## src/hdl/nmrv_pkg.sv

```systemverilog
// Shared types and constants for the byte majority voter.
// Used by nmrv_vote_core, nmrv_tally and the top level; no dependencies.
`timescale 1ns / 1ps

package nmrv_pkg;

    localparam int LANES  = 5;   // cores carried on the stream
    localparam int BYTE_W = 8;
    localparam int CNT_W  = 8;   // mismatch counter width
    localparam int NUM_W  = 3;   // width of a core count / vote count

    localparam logic [NUM_W-1:0] CORE_COUNT_RESET = 3'd5;

    typedef logic [BYTE_W-1:0]            byte_t;
    typedef logic [NUM_W-1:0]             num_t;
    typedef logic [LANES-1:0][BYTE_W-1:0] lane_bytes_t;
    typedef logic [LANES-1:0][CNT_W-1:0]  lane_cnt_t;

    // Result of one position's vote
    typedef struct packed {
        byte_t            voted;     // zero when no majority
        logic             ok;        // threshold reached
        logic [LANES-1:0] mismatch;  // enabled core differs from voted byte
    } vote_t;

endpackage

```

## src/hdl/nmrv_vote_core.sv

```systemverilog
// Combinational majority vote over one byte position of all cores.
// Depends on nmrv_pkg.
`timescale 1ns / 1ps

module nmrv_vote_core (
    input  nmrv_pkg::lane_bytes_t bytes,
    input  nmrv_pkg::num_t        core_num,
    output nmrv_pkg::vote_t       vote
);
    import nmrv_pkg::*;

    num_t             thresh;
    logic [LANES-1:0] enabled;
    logic [LANES-1:0] reach;

    // even count needs half plus two, odd count half plus one
    assign thresh = {1'b0, core_num[NUM_W-1:1]} + (core_num[0] ? num_t'(1) : num_t'(2));

    always_comb
    begin
        num_t votes;
        votes   = '0;
        enabled = '0;
        reach   = '0;
        for (int j = 0; j < LANES; j++)
        begin
            enabled[j] = (num_t'(j) < core_num);
        end
        for (int j = 0; j < LANES; j++)
        begin
            votes = '0;
            for (int k = 0; k < LANES; k++)
            begin
                if (enabled[k] && (bytes[k] == bytes[j]))
                begin
                    votes = votes + num_t'(1);
                end
            end
            reach[j] = enabled[j] && (votes >= thresh);
        end
    end

    // take the first core that reaches the threshold
    always_comb
    begin
        logic found;
        found      = 1'b0;
        vote.voted = '0;
        for (int j = 0; j < LANES; j++)
        begin
            if (reach[j] && !found)
            begin
                found      = 1'b1;
                vote.voted = bytes[j];
            end
        end
        vote.ok = found;
        for (int j = 0; j < LANES; j++)
        begin
            vote.mismatch[j] = enabled[j] && (bytes[j] != vote.voted);
        end
    end

endmodule

```

## src/hdl/nmrv_tally.sv

```systemverilog
// Per-core mismatch counters and block failure flag, with result formatting.
// Depends on nmrv_pkg.
`timescale 1ns / 1ps

module nmrv_tally #(
    parameter int BLOCK_BYTES = 128
) (
    input  logic                  clk,
    input  logic                  rst_n,
    input  logic                  advance,
    input  logic                  last,
    input  nmrv_pkg::num_t        core_num,
    input  nmrv_pkg::vote_t       vote,
    output logic                  unrecoverable,
    output nmrv_pkg::lane_cnt_t   mismatches
);
    import nmrv_pkg::*;

    localparam logic [CNT_W-1:0] SAT = CNT_W'(BLOCK_BYTES);

    lane_cnt_t cnt_reg;
    lane_cnt_t cnt_next;
    logic      failed_reg;
    logic      failed_next;

    always_comb
    begin
        failed_next = failed_reg | ~vote.ok;
        for (int j = 0; j < LANES; j++)
        begin
            cnt_next[j] = cnt_reg[j];
            if (vote.ok && vote.mismatch[j] && (cnt_reg[j] < SAT))
            begin
                cnt_next[j] = cnt_reg[j] + CNT_W'(1);
            end
            // report only at a recoverable block end; a disabled core reports zero even if
            // it counted earlier in the block under a larger core count
            mismatches[j] = (last && !failed_next && (num_t'(j) < core_num)) ? cnt_next[j] : '0;
        end
        unrecoverable = failed_next;
    end

    always_ff @(posedge clk or negedge rst_n)
    begin
        if (!rst_n)
        begin
            cnt_reg    <= '0;
            failed_reg <= 1'b0;
        end
        else if (advance)
        begin
            if (last)
            begin
                cnt_reg    <= '0;
                failed_reg <= 1'b0;
            end
            else
            begin
                cnt_reg    <= cnt_next;
                failed_reg <= failed_next;
            end
        end
    end

endmodule

```

## src/hdl/nmr_byte_majority_voter_unit.sv

```systemverilog
// Top level of the byte majority voter: stream ports, input and result registers.
// Depends on nmrv_pkg, nmrv_vote_core and nmrv_tally.
`timescale 1ns / 1ps

// Byte-wise majority voter across up to five redundant cores.
//
// Slave stream: one transaction per byte position, carrying the byte from
// every core in s_axis_tdata and the end-of-block mark in s_axis_tlast.
// Master stream: one transaction per input transaction, in order, with the
// voted byte, the per-core mismatch counts (non-zero only on a recoverable
// block end) and the position_ok / block_unrecoverable flags in m_axis_tuser.
// cfg_we / cfg_wdata load core_count; write it only while the block is idle.
//
// From input acceptance to the master side a transaction passes the input
// register, then the vote and counter update in a single pass into the result
// register. One transaction is taken every cycle while the receiver does not
// stall; the rate is set by that single-pass vote stage.
//
// Reset clears both pipeline stages, the mismatch counters and the failure
// flag, and sets core_count to five. When the receiver stalls the result
// register holds, the input register fills, and s_axis_tready drops once
// both stages are full; nothing is dropped.

module nmr_byte_majority_voter_unit #(
    parameter int MAX_CORES   = 5,
    parameter int BLOCK_BYTES = 128
) (
    input  logic        clk,
    input  logic        rst_n,
    input  logic [2:0]  cfg_wdata,     // core_count
    input  logic        cfg_we,
    input  logic        s_axis_tvalid,
    output logic        s_axis_tready,
    input  logic [39:0] s_axis_tdata,  // byte_core0 .. byte_core4, 8 bits each
    input  logic        s_axis_tlast,  // last_position
    output logic        m_axis_tvalid,
    input  logic        m_axis_tready,
    output logic [47:0] m_axis_tdata,  // voted_byte, mismatches_core0 .. mismatches_core4
    output logic [1:0]  m_axis_tuser,  // position_ok, block_unrecoverable
    output logic        m_axis_tlast   // block_end
);
    import nmrv_pkg::*;

    localparam int   CORE_LIMIT   = (MAX_CORES < LANES) ? MAX_CORES : LANES;
    localparam num_t CORE_LIMIT_N = NUM_W'(CORE_LIMIT);

    num_t        core_count_reg;
    num_t        core_num;

    logic        in_valid_reg;
    lane_bytes_t in_bytes_reg;
    logic        in_last_reg;

    logic        out_valid_reg;
    logic [47:0] out_data_reg;
    logic [1:0]  out_user_reg;
    logic        out_last_reg;

    logic        advance;
    vote_t       vote;
    logic        unrecoverable;
    lane_cnt_t   mismatches;

    // configuration register
    always_ff @(posedge clk or negedge rst_n)
    begin
        if (!rst_n)
        begin
            core_count_reg <= CORE_COUNT_RESET;
        end
        else if (cfg_we)
        begin
            core_count_reg <= cfg_wdata;
        end
    end

    // clamp to the cores actually carried and allowed
    assign core_num = (core_count_reg > CORE_LIMIT_N) ? CORE_LIMIT_N : core_count_reg;

    // advance the input stage into the result register whenever it can move
    assign advance       = in_valid_reg && (!out_valid_reg || m_axis_tready);
    assign s_axis_tready = !in_valid_reg || advance;

    always_ff @(posedge clk or negedge rst_n)
    begin
        if (!rst_n)
        begin
            in_valid_reg <= 1'b0;
        end
        else if (s_axis_tready)
        begin
            in_valid_reg <= s_axis_tvalid;
        end
    end

    always_ff @(posedge clk)
    begin
        if (s_axis_tready && s_axis_tvalid)
        begin
            in_bytes_reg <= s_axis_tdata;
            in_last_reg  <= s_axis_tlast;
        end
    end

    nmrv_vote_core u_vote (
        .bytes    (in_bytes_reg),
        .core_num (core_num),
        .vote     (vote)
    );

    nmrv_tally #(
        .BLOCK_BYTES (BLOCK_BYTES)
    ) u_tally (
        .clk           (clk),
        .rst_n         (rst_n),
        .advance       (advance),
        .last          (in_last_reg),
        .core_num      (core_num),
        .vote          (vote),
        .unrecoverable (unrecoverable),
        .mismatches    (mismatches)
    );

    // result register: hold while the receiver stalls
    always_ff @(posedge clk or negedge rst_n)
    begin
        if (!rst_n)
        begin
            out_valid_reg <= 1'b0;
        end
        else if (advance)
        begin
            out_valid_reg <= 1'b1;
        end
        else if (m_axis_tready)
        begin
            out_valid_reg <= 1'b0;
        end
    end

    always_ff @(posedge clk)
    begin
        if (advance)
        begin
            out_data_reg <= {mismatches, vote.voted};
            out_user_reg <= {unrecoverable, vote.ok};
            out_last_reg <= in_last_reg;
        end
    end

    assign m_axis_tvalid = out_valid_reg;
    assign m_axis_tdata  = out_data_reg;
    assign m_axis_tuser  = out_user_reg;
    assign m_axis_tlast  = out_last_reg;

    // mismatch counts appear only on a block end
    a_counts_only_at_end: assert property (@(posedge clk) disable iff (!rst_n)
        m_axis_tvalid && !m_axis_tlast |-> m_axis_tdata[47:8] == '0)
        else $error("mismatch counts reported off block end");

    // an unrecoverable block reports no counts
    a_no_counts_when_failed: assert property (@(posedge clk) disable iff (!rst_n)
        m_axis_tvalid && m_axis_tuser[1] |-> m_axis_tdata[47:8] == '0)
        else $error("mismatch counts reported on unrecoverable block");

    // a position without majority yields zero and marks the block
    a_no_majority: assert property (@(posedge clk) disable iff (!rst_n)
        m_axis_tvalid && !m_axis_tuser[0] |-> m_axis_tdata[7:0] == '0 && m_axis_tuser[1])
        else $error("failed position not flagged");

    // an empty input stage always takes a transaction
    a_empty_accepts: assert property (@(posedge clk) disable iff (!rst_n)
        !in_valid_reg |-> s_axis_tready)
        else $error("input stage empty but not ready");

    // a stalled result is replaced only after it was taken
    a_result_holds: assert property (@(posedge clk) disable iff (!rst_n)
        out_valid_reg && !m_axis_tready |-> !advance)
        else $error("result overwritten while stalled");

endmodule

```

## config.mk

```make
export PLATFORM = sky130hd
export DESIGN_NAME = nmr_byte_majority_voter_unit
export DESIGN_NICKNAME = d
export VERILOG_FILES = /design/src/hdl/nmrv_pkg.sv /design/src/hdl/nmrv_vote_core.sv /design/src/hdl/nmrv_tally.sv /design/src/hdl/nmr_byte_majority_voter_unit.sv
export SDC_FILE = /design/constraint.sdc
export NUM_CORES = 1
export LEC_CHECK = 0
export BUFFER_PORTS_ARGS = -buffer_cell sky130_fd_sc_hd__buf_2
export CAP_MARGIN = 5
export CORE_MARGIN = 10
export CORE_UTILIZATION = 50
export CTS_BUF_LIST = sky130_fd_sc_hd__clkbuf_8
export DETAILED_ROUTE_END_ITERATION = 8
export PLACE_DENSITY = 0.7
export SETUP_SLACK_MARGIN = 0.05
export SLEW_MARGIN = 20
export SYNTH_ARGS = -nofsm -noshare
export SYNTH_HDL_FRONTEND = slang
export SYNTH_SLANG_ARGS = --single-unit
export TNS_END_PERCENT = 100
```

## constraint.sdc

```tcl
create_clock -name clk -period 6.9 [get_ports clk]
set_input_delay 1.38 -clock clk [delete_from_list [all_inputs] [get_ports clk]]
set_output_delay 1.38 -clock clk [all_outputs]
set_load 0.005 [all_outputs]
```

# ---- After elaboration in Yosys (flattened, before gate mapping)
# Index checks and enable logic that the tools add are counted.
dict set report word_totals {
  reg_bits 138
}
dict set report op_classes {
  add_sub_neg 26
  n_lt_le_gt_ge 16
  eq_ne 25
  mux 46
  bitwise_logic 2
  reduce_logical 62
}
# op count
set op_table {}
lappend op_table {{$eq 8x8->1} 20}
lappend op_table {{$mux 8} 10}
lappend op_table {{$mux 3} 21}
lappend op_table {{$logic_and 1x1->1} 52}
lappend op_table {{$add 3x1->3 const B} 16}
lappend op_table {{$add 8x1->8 const B} 5}
lappend op_table {{$lt 8x8->1 const B} 5}
lappend op_table {{$mux 40} 1}
lappend op_table {{$ne 8x8->1} 5}
lappend op_table {{$ge 3x3->1} 5}
lappend op_table {{$mux 1} 13}
lappend op_table {{$add 1x1->2 const B} 4}
lappend op_table {{$logic_not 1->1} 7}
lappend op_table {{$lt 1x3->1 const A} 2}
lappend op_table {{$lt 2x3->1 const A} 2}
lappend op_table {{$add 2x3->3} 1}
lappend op_table {{$gt 3x3->1 const B} 1}
lappend op_table {{$lt 3x3->1 const A} 1}
lappend op_table {{$logic_or 1x1->1} 2}
lappend op_table {{$mux 2} 1}
lappend op_table {{$reduce_bool 2->1} 1}
lappend op_table {{$not 1->1} 1}
lappend op_table {{$or 1x1->1} 1}

# ---- Logic depth before layout (Yosys ltp)
# Gate-level depths: netlist of the first run.
dict set report logic_depth {
  ltp_word 33
  depth_mapped 30
  mapped_depth_nobuf 26
}

# ---- Hierarchy
# From an unflattened synthesis of the first run, not the netlist that was laid out.
dict set report hier_totals {
  hier_cells 969
  area_unflattened_um2 9522.9
}
# module instances cells_per_inst area_each_um2 seq_area_each_um2
set by_module_without_submodules {}
lappend by_module_without_submodules {nmrv_vote_core 1 499 3508.4 0.0}
lappend by_module_without_submodules {nmrv_tally 1 361 3021.6 1026.0}
lappend by_module_without_submodules {nmr_byte_majority_voter_unit 1 109 2992.9 2890.3}

# ---- Worst setup path before layout of the first run
# Ideal clock, no wire load.
dict set report synth_timing {
  path_type {register -> register}
  from {reg in_bytes_reg[4] (netlist bit)}
  to {reg out_data_reg[31] (netlist: m_axis_tdata[31]) (data pin)}
  setup_ns 0.259
  arrival_ns 5.720
  t_required_ns 6.641
  path_slack_ns 0.921
  path_stages_with_launch 27
  path_buffers 2
  cell_sequence {edfxtp_1 -> clkbuf_1 -> xor2_1 -> nor4_1 -> nand2_1 -> nor2_1 -> ha_1 -> xor2_1 -> ha_1 -> mux2_2 -> ha_1 -> nand2_1 -> xnor2_1 -> xnor2_1 -> ha_1 -> a21o_1 -> a31oi_1 -> nor2_2 -> buf_6 -> a221oi_1 -> a2bb2oi_2 -> mux2_2 -> nor3_1 -> a31oi_4 -> and4_1 -> a31oi_1 -> nor2_1}
}
dict set report synth_via {
  elab_chain_cells 29
}
# element line
set synth_rtl {}
lappend synth_rtl {{start: declaration} nmr_byte_majority_voter_unit.sv:51} ;# lane_bytes_t in_bytes_reg;
lappend synth_rtl {{start signal: assignment} nmr_byte_majority_voter_unit.sv:100} ;# in_bytes_reg <= s_axis_tdata;
lappend synth_rtl {{$eq 8x8->1} nmrv_vote_core.sv:34} ;# if (enabled[k] && (bytes[k] == bytes[j]))
lappend synth_rtl {{$logic_and 1x1->1} nmrv_vote_core.sv:34}
lappend synth_rtl {{$mux 1 or $mux 3 (tied branches)} nmrv_vote_core.sv:34}
lappend synth_rtl {{$add 1x1->2 or $add 3x1->3 (tied branches)} nmrv_vote_core.sv:36} ;# votes = votes + num_t'(1);
lappend synth_rtl {{$mux 3} nmrv_vote_core.sv:34}
lappend synth_rtl {{$add 3x1->3} nmrv_vote_core.sv:36}
lappend synth_rtl {{$mux 3} nmrv_vote_core.sv:34}
lappend synth_rtl {{$add 3x1->3} nmrv_vote_core.sv:36}
lappend synth_rtl {{[... 13 more ...]} -}
lappend synth_rtl {{$logic_not 1->1} nmrv_vote_core.sv:51} ;# if (reach[j] && !found)
lappend synth_rtl {{$logic_and 1x1->1} nmrv_vote_core.sv:51}
lappend synth_rtl {{$mux 8 or $mux 1 (tied branches)} nmrv_vote_core.sv:51}
lappend synth_rtl {{$ne 8x8->1 or $not 1->1 (tied branches)} {nmrv_vote_core.sv:60, nmrv_tally.sv:28}}
lappend synth_rtl {{$logic_and 1x1->1 or $or 1x1->1 (tied branches)} {nmrv_vote_core.sv:60, nmrv_tally.sv:28}}
lappend synth_rtl {{$logic_and 1x1->1 or $logic_not 1->1 (tied branches)} {nmrv_tally.sv:32, nmrv_tally.sv:38}}
lappend synth_rtl {{$logic_and 1x1->1, on equally long branches} {nmrv_tally.sv:32, nmrv_tally.sv:38}}
lappend synth_rtl {{$mux 8 or $logic_and 1x1->1 (tied branches)} {nmrv_tally.sv:32, nmrv_tally.sv:38}}
lappend synth_rtl {{end signal: assignment} nmr_byte_majority_voter_unit.sv:145} ;# out_data_reg <= {mismatches, vote.voted};
lappend synth_rtl {{end: declaration} nmr_byte_majority_voter_unit.sv:55} ;# logic [47:0] out_data_reg;
# Parallel ways exist; a longest one is shown, timed or not.
# A chain may end at the register's enable or synchronous reset.

# ---- Worst setup path in the final report of the first run
dict set report layout_timing {
  from {reg in_bytes_reg[11] (netlist bit)}
  to {reg out_data_reg[43] (netlist: m_axis_tdata[43]) (data pin)}
}
# The elaborated chain is that of the path after synthesis.

==> results of run 1 <==
## area by class of cell
type	instances	area (um^2)
repair buffers	189	1190
fillers	1584	7550
flip-flops and latches	138	3920
clock buffers	18	248
multi-input cells	746	5300
inverters	38	143
clock inverters	14	135
well taps	234	293
## worst max-delay path, cell delays in order, from the launching register on
cell      delay (ps)
edfxtp_1         560
xor2_1           220
nor4_1           440
buf_4            200
nand3_1          120
inv_1             90
ha_1             260
xnor2_1          150
ha_1             280
mux2_2           280
ha_1             290
mux2_2           270
ha_1             180
a21oi_1          160
o21a_1           230
nor4_4            70
buf_4            190
buf_12           130
a222oi_1         510
and2_1           320
a22oi_1           90
and4_1           250
nor4_1           200
nor2_1            70
buf_4            180
or4_1            500
o21ai_0          130
## metal layers
layer,vias up,track usage,part of all wire
li1,3854,-,-
met1,3821,0.312,0.43
met2,415,0.357,0.45
met3,66,0.0486,0.090
met4,0,0.0997,0.030
met5,-,0,0
## kinds of logic after synthesis
family	after synthesis	share of synthesized area
AND/OR/NAND/NOR	346	0.182
AO/OA/AOI/OAI	184	0.142
flip-flops	138	0.410
XOR/XNOR	137	0.126
buffers and inverters	104	0.0448
adder cells (fa/ha/maj)	41	0.0545
multiplexers	38	0.0417
## timing repair
action,CTS,global route
resized for setup,1,16
setup buffers,0,8
hold buffers,0,0
setup endpoints to repair,3,79
pin swaps,0,4
## worst min-delay path by stage
stage / start / endpoint / slack, ps / cells past startpoint
2_1_floorplan: u_tally.cnt_reg[15] / u_tally.cnt_reg[15] / 460 / 1
3_3_place_gp: u_tally.cnt_reg[17] / u_tally.cnt_reg[17] / 500 / 2
3_5_place_dp: u_tally.cnt_reg[17] / u_tally.cnt_reg[17] / 520 / 2
4_1_cts: in_valid_reg / m_axis_tvalid / 530 / 1
5_1_grt: u_tally.cnt_reg[15] / u_tally.cnt_reg[15] / 570 / 1
6_report: in_valid_reg / m_axis_tvalid / 530 / 1
## through the flow
step	setup slack (ps)	hold slack, ps	cell area [um^2]	TNS [ps]	cells
after floorplan	921	465	9550	0	988
after global placement	-8.77	503	10700	-8.77	1337
after detailed placement	62.1	520	10700	0	1337
after CTS	155	532	11100	0	1369
after global routing	6.94	568	11200	0	1377
final	322	533	11200	0	1377
## cells in the mapped netlist (10+ instances only)
cell type / count
nor3_1: 18
a21oi_1: 35
o22ai_1: 10
mux2i_1: 24
clkbuf_1: 46
mux2_2: 14
and3_1: 15
nor4_1: 17
dfrtp_1: 44
or3_1: 10
nand2_1: 79
inv_1: 35
ha_1: 40
xor2_1: 71
o21ai_0: 36
nand3_1: 27
nor2_1: 103
xnor2_1: 66
nand4_1: 20
edfxtp_1: 92
## power by group
part	leakage, nW	internal [mW]	switching, mW
clock network	0.199	0.326	0.323
logic	3.00	0.513	0.699
registers	1.50	1.03	0.142
total	4.70	1.86	1.16
==> flow_summary.ini, run 1 <==
[sta]
fmaxAchievable_ghz = 0.152
tightest_slew_ps = 982
max-slew-margin-rel = 0.345
clock_skew_ps = 19.9
post-route-min-period_ps = 6580
period_share = 0.953
finalSetupViolations = 0
hold_viol = 0
rsz0062_at_grt = true
maxSlewViolCount = 0

[yosys]
yosysWarnings = 0
synth-edff-count = 92
yosysSeqAreaShare = 0.410
synthFlopType = edfxtp_1
synth-async-reset-ratio = 0.333
syn_inst = 988
synth_area_leader_cell = edfxtp_1
ys_types = 84
synthesis.area_um2 = 9550
syn_area_per_cell_um2 = 9.67
synth.top_cell.area_share = 0.289
synth_area_leaders = edfxtp_1, dfrtp_1, xor2_1
synth_fp_nets = 1078
ys_ff_latch = 138

[global_route]
grt_pass1_wl_um = 45000
grt_util_all_layers = 0.233
grt_pass1_vias = 7933
grt_antenna_before_repair = 0
grt_max_degree = 60
overflow = 0

[detailed_routing]
wl_um = 28900
dr.pass1.iters = 6
ant_nets = 0
vias = 8156
routedWlPerCell_um = 21.0
drc = 0
viasPerCell = 5.92
drt-initial-drc-count = 862

[worst_setup_path]
crit_end = m_axis_tdata[43]
crit_path_end_kind = register
reg2reg_to = m_axis_tdata[43]
start_kind = register
cp.arrival_ps = 6830
cp-startpoint = in_bytes_reg[11]
critPathRequiredTime_ps = 7150
r2r_cells = 26
cp_max_fo = 11
reg2reg_from = in_bytes_reg[11]
crit_type = register to register
worst-r2r-setup-slack_ps = 320

[finish]
drive_above_1_share = 0.252
layout_commonest_cell = nor2_1
most-common-layout-cells = nor2_1, buf_2, edfxtp_1
antenna_cells = 0
largest_reg_flops = 48
fin_util = 0.598
fin_nets = 1220
area_delta_synth_final_pct = 17.5

[outcome]
status = finished clean

[die]
dieArea_um2 = 25000
start_util = 0.509
rows = 50
fp.dieH_um = 158
io_pins = 102
core-area_um2 = 18800
die_w_um = 158

[clocking]
cts_root_buffer = clkbuf_8
cts.clk_slew.worst_paths_ps = 80
clkLatencyLatePin_ps = 460
clock_path_buffers = 2
cts_made_buffers = 17
cts_tree = yes
clkSinkCount = 138
cts-htree-levels = 4

[placed_design]
place.gp.congestion = 1.02
io_buffers = 101
dp_hpwl_um = 21900

[power]
power.total_mw = 3.03
p_leak_nw = 4.70
p_per_area_nw_per_um2 = 270
ir_worst_vdd_uv = 185

[flow_run]
max_cap_violations = 0

[hold_path]
hp-class = register to register
No activity file was read; power rests on OpenSTA's default activity.
==> inputs of run 2 (changes only) <==
--- a/config.mk
+++ b/config.mk
@@ -8,10 +8,10 @@
 export BUFFER_PORTS_ARGS = -buffer_cell sky130_fd_sc_hd__buf_2
 export CAP_MARGIN = 5
 export CORE_MARGIN = 10
-export CORE_UTILIZATION = 50
+export CORE_UTILIZATION = 40
 export CTS_BUF_LIST = sky130_fd_sc_hd__clkbuf_8
 export DETAILED_ROUTE_END_ITERATION = 8
-export PLACE_DENSITY = 0.7
+export PLACE_DENSITY = 0.58
 export SETUP_SLACK_MARGIN = 0.05
 export SLEW_MARGIN = 20
 export SYNTH_ARGS = -nofsm -noshare
==> run 2 against run 1 <==
Worst setup slack better by 35 ps. Global-route usage fell by 4.1 points. Maximum frequency up 0.54%. Sequential power about the same. First-iteration DRC count down 15%. Die area rose by 22%. Combinational power is essentially flat. Clock power up 17%. Non-clock buffer count is 18 higher. Highest routed layer unchanged.
==> flow_summary.ini, run 2 (synthesis results as in run 1) <==
[worst_setup_path]
crit_type = register to register
cp.arrival_ps = 6860
start_kind = register
critPathRequiredTime_ps = 7220
crit_path_end_kind = register
cp_max_fo = 15

[clocking]
cts.clk_slew.worst_paths_ps = 110
clkLatencyLatePin_ps = 470
clock_path_buffers = 2
cts_root_buffer = clkbuf_8
cts_tree = yes
cts_made_buffers = 17
clkSinkCount = 138
cts-htree-levels = 4

[detailed_routing]
ant_nets = 0
viasPerCell = 5.52
vias = 8164
wl_um = 29700
dr.pass1.iters = 6
drt-initial-drc-count = 734
routedWlPerCell_um = 20.1
drc = 0

[placed_design]
placed_cell_area_um2 = 10800
io_buffers = 101
place_ws_ps = 163
place.gp.congestion = 0.996
dp_hpwl_um = 22000
dp_cells = 1427

[finish]
most-common-layout-cells = buf_4, nor2_1, buf_2
largest_reg_flops = 48
fin_cells = 1480
drive_above_1_share = 0.258
fin_nets = 1238
final_cell_area_um2 = 11500
fin_util = 0.489
fillCellCount = 2213
antenna_cells = 0
layout_commonest_cell = buf_4
area_delta_synth_final_pct = 20.1

[sta]
period_share = 0.948
max-slew-margin-rel = 0.359
hold_viol = 0
fmaxAchievable_ghz = 0.153
finalWorstSetupSlack_ps = 357
finalSetupViolations = 0
clock_skew_ps = 26.5
maxSlewViolCount = 0
tightest_slew_ps = 961
post-route-min-period_ps = 6540
rsz0062_at_grt = true
holdWs_ps = 534
finalSetupTns_ps = 0

[die]
dieArea_um2 = 30500
rows = 56
core-area_um2 = 23500
start_util = 0.407
io_pins = 102
fp.dieH_um = 175
die_w_um = 175

[hold_path]
hp-class = register to register

[power]
p_per_area_nw_per_um2 = 275
p_leak_nw = 4.80
power.total_mw = 3.16
ir_worst_vdd_uv = 129

[global_route]
grt_util_all_layers = 0.191
grt_max_degree = 60
grt_pass1_wl_um = 46000
grt_pass1_vias = 7894
overflow = 0
grt_antenna_before_repair = 0

[flow_run]
max_cap_violations = 0

[outcome]
status = finished clean
-- run 2: changes by cell type in the layout (fill, tap and decap cells not counted), sizes merged --
cell and delta:
clkbuf -1, clkinvlp -3, clkinv -1, inv +5
buf +18
-- run 2: repair_timing --
action / in CTS / in global routing
gates resized for setup: 0 / 8
hold buffers: 0 / 0
setup buffers: 0 / 21
endpoints found under the setup margin: 0 / 79
-- run 2: worst max-delay path, stage by stage, from the launching register on --
cell and delay (ps):
dfstp_4 730, or2_1 250, buf_4 240, inv_2 90
nor2_1 160, ha_1 280, xor2_1 250, ha_1 280
mux2_2 280, ha_1 200, nand2_1 70, xnor2_1 140
xnor2_1 100, ha_1 320, a21o_1 180, a31o_2 300
a21oi_1 320, o22ai_1 160, buf_4 160, a2bb2oi_1 360
buf_4 220, a211oi_1 110, a31oi_1 250, buf_4 190
nand4_1 220, or3_1 370, a21oi_1 140
-- run 2: worst paths after layout --
kind	start	end	slack [ps]	depth (start not counted)
max reg2reg	core_count_reg[2]	m_axis_tdata[22]	360	26
max	core_count_reg[2]	m_axis_tdata[22]	360	26
max in group asynchronous	rst_n	u_tally.cnt_reg[19]	5420	2
min	in_valid_reg	m_axis_tvalid	530	1
min reg2reg	in_valid_reg	m_axis_tvalid	530	1
min in group asynchronous	rst_n	core_count_reg[1]	1010	2
-- run 2: where the power goes --
group,internal (mW),switching [mW]
logic,0.527,0.701
clock network,0.344,0.413
registers,1.03,0.147
total,1.90,1.26
-- run 2: layer usage --
| metal | share of wire | vias to the layer above | global-route usage |
|---|---|---|---|
| met5 | 0 | - | 0 |
| met4 | 0.027 | 0 | 0.0738 |
| met3 | 0.063 | 53 | 0.0414 |
| met2 | 0.45 | 316 | 0.296 |
| met1 | 0.46 | 3902 | 0.255 |
| li1 | - | 3893 | - |
-- run 2: area by class of cell --
class                           instances  area [um^2]  share of cell area
Multi-Input combinational cell        746         5250               0.458
Sequential cell                       138         3920               0.342
Timing Repair Buffer                  207         1330               0.116
Tap cell                              319          399              0.0348
Clock buffer                           17          234              0.0204
Clock inverter                         15          198              0.0172
Inverter                               38          143              0.0124
==> inputs of run 3 (changes only) <==
--- a/config.mk
+++ b/config.mk
@@ -8,10 +8,10 @@
 export BUFFER_PORTS_ARGS = -buffer_cell sky130_fd_sc_hd__buf_2
 export CAP_MARGIN = 5
 export CORE_MARGIN = 10
-export CORE_UTILIZATION = 40
+export CORE_UTILIZATION = 39
 export CTS_BUF_LIST = sky130_fd_sc_hd__clkbuf_8
 export DETAILED_ROUTE_END_ITERATION = 8
-export PLACE_DENSITY = 0.58
+export PLACE_DENSITY = 0.57
 export SETUP_SLACK_MARGIN = 0.05
 export SLEW_MARGIN = 20
 export SYNTH_ARGS = -nofsm -noshare
==> run 3 against run 2 <==
Global-route usage barely moved. Combinational power rose by 5%. Clock power fell by 2%. Clock-buffer cell count rose by 1. Die area rose by 2.3%. Total power rose by 1.5%. Non-clock buffer count rose by 28. Core utilization fell by 0.39 points. Sequential cell count did not move. Critical endpoint is now m_axis_tdata[31]. Highest routed layer unchanged.
==> flow_summary.ini, run 3 (synthesis results as in run 1) <==
[worst_setup_path]
worst_path_most_repeated_cell = ha_1
crit_type = register to register
critPathRequiredTime_ps = 7090
crit_slowest_cell = edfxtp_1
worst-r2r-setup-slack_ps = 360
crit_path_end_kind = register
start_kind = register
r2r_cells = 26
cp_max_fo = 8
max_stage_delay_ps = 510
worst-path-stages = 26
reg2reg_to = m_axis_tdata[31]
path_buf_inv = 2
reg2reg_from = in_bytes_reg[14]
crit_family = compound AO/OA/AOI/OAI gates
cp.arrival_ps = 6730

[clocking]
cts_root_buffer = clkbuf_8
cts_tree = yes
cts_made_buffers = 17
clkLatencyLatePin_ps = 440
clkSinkCount = 138
clock_path_buffers = 2
hold_buffers = 0
cts.clk_slew.worst_paths_ps = 80
cts-htree-levels = 4

[global_route]
grt_max_degree = 60
grt_antenna_before_repair = 0
grt_pass1_wl_um = 47200
overflow = 0
grt_pass1_vias = 8223
grt_util_all_layers = 0.191

[sta]
hold_viol = 0
rsz0062_at_grt = false
period_share = 0.948
max-slew-margin-rel = 0.351
fmaxAchievable_ghz = 0.153
maxSlewViolCount = 0
finalSetupViolations = 0
post-route-min-period_ps = 6540
clock_skew_ps = 13.3
tightest_slew_ps = 974

[power]
swShare = 0.376
p_per_area_nw_per_um2 = 273
seqPwrFrac = 0.366
ir_worst_vdd_uv = 161
p_clk_frac = 0.231
internal_power_mw = 2.00
p_leak_nw = 4.94
net-switching-power_mw = 1.20
comb_power_share = 0.403

[finish]
layout_commonest_cell = buf_4
fillCellCount = 2275
most-common-layout-cells = buf_4, nor2_1, buf_2
largest_reg_flops = 48
fin_util = 0.485
fin_cells = 1513
final_cell_area_um2 = 11700
drive_above_1_share = 0.277
antenna_cells = 0
area_delta_synth_final_pct = 22.7
fin_nets = 1266

[detailed_routing]
vias = 8224
dr.pass1.iters = 5
ant_nets = 0
routedWlPerCell_um = 20.0
viasPerCell = 5.44
drc = 0
wl_um = 30200
drt-initial-drc-count = 738

[die]
start_util = 0.395
core-area_um2 = 24200
dieArea_um2 = 31100
fp.dieH_um = 176
rows = 57
die_w_um = 176
io_pins = 102

[outcome]
status = finished clean

[hold_path]
holdPathEnd = u_tally.cnt_reg[15]
worstHoldStart = u_tally.cnt_reg[15]
hp-class = register to register
holdPathStages = 1

[flow_run]
max_cap_violations = 0

[placed_design]
place.gp.congestion = 1.01
dp_cells = 1454
dp_hpwl_um = 23000
io_buffers = 101
placed_cell_area_um2 = 11000
run 3: power by group through the flow:
stage	clock network [mW]	logic (mW)	registers [mW]
finish	0.739	1.29	1.17
global route	0.788	1.41	1.19
CTS	0.757	1.24	1.18
detailed placement	0	1.23	1.19
global placement	0	1.24	1.19
floorplan	0	0.809	1.12
run 3: stage by stage:
stage / hold WS, ps / setup slack [ps] / TNS (ps) / power, mW
floorplan: 465 / 921 / 0 / 1.93
global placement: 498 / -30.6 / -58.0 / 2.43
finish: 512 / 359 / 0 / 3.20
CTS: 514 / 74.4 / 0 / 3.18
detailed placement: 496 / -18.7 / -18.7 / 2.43
global route: 554 / 10.9 / 0 / 3.40
run 3: what timing repair did:
| action | in CTS | in global routing |
|---|---|---|
| pin swaps | 0 | 2 |
| endpoints found under the setup margin | 10 | 80 |
| resized for setup | 1 | 12 |
| setup buffers | 0 | 27 |
| gates cloned | 0 | 0 |
run 3: layout make-up:
class	instances	area, um^2	share of cell area
clock buffers	18	248	0.0211
clock inverters	14	196	0.0168
flip-flops and latches	138	3920	0.334
multi-input cells	746	5290	0.451
well taps	324	405	0.0346
repair buffers	235	1530	0.130
inverters	38	143	0.0122
run 3: metal layers:
layer	GRT usage	vias to the layer above	wire length [um]
li1	-	3943	-
met5	0	-	0
met4	0.0764	0	1070
met1	0.252	3894	13600
met3	0.0416	78	1880
met2	0.299	309	13700
run 3: how the worst max path moves through the flow:
stage	startpoint	slack (ps)	to
after floorplan	in_bytes_reg[4]	920	m_axis_tdata[31]
after global placement	in_bytes_reg[7]	-30	m_axis_tdata[31]
after detailed placement	in_bytes_reg[7]	-20	m_axis_tdata[12]
after CTS	in_bytes_reg[23]	70	m_axis_tdata[31]
after global routing	in_bytes_reg[6]	10	u_tally.cnt_reg[39]
final	in_bytes_reg[14]	360	m_axis_tdata[31]
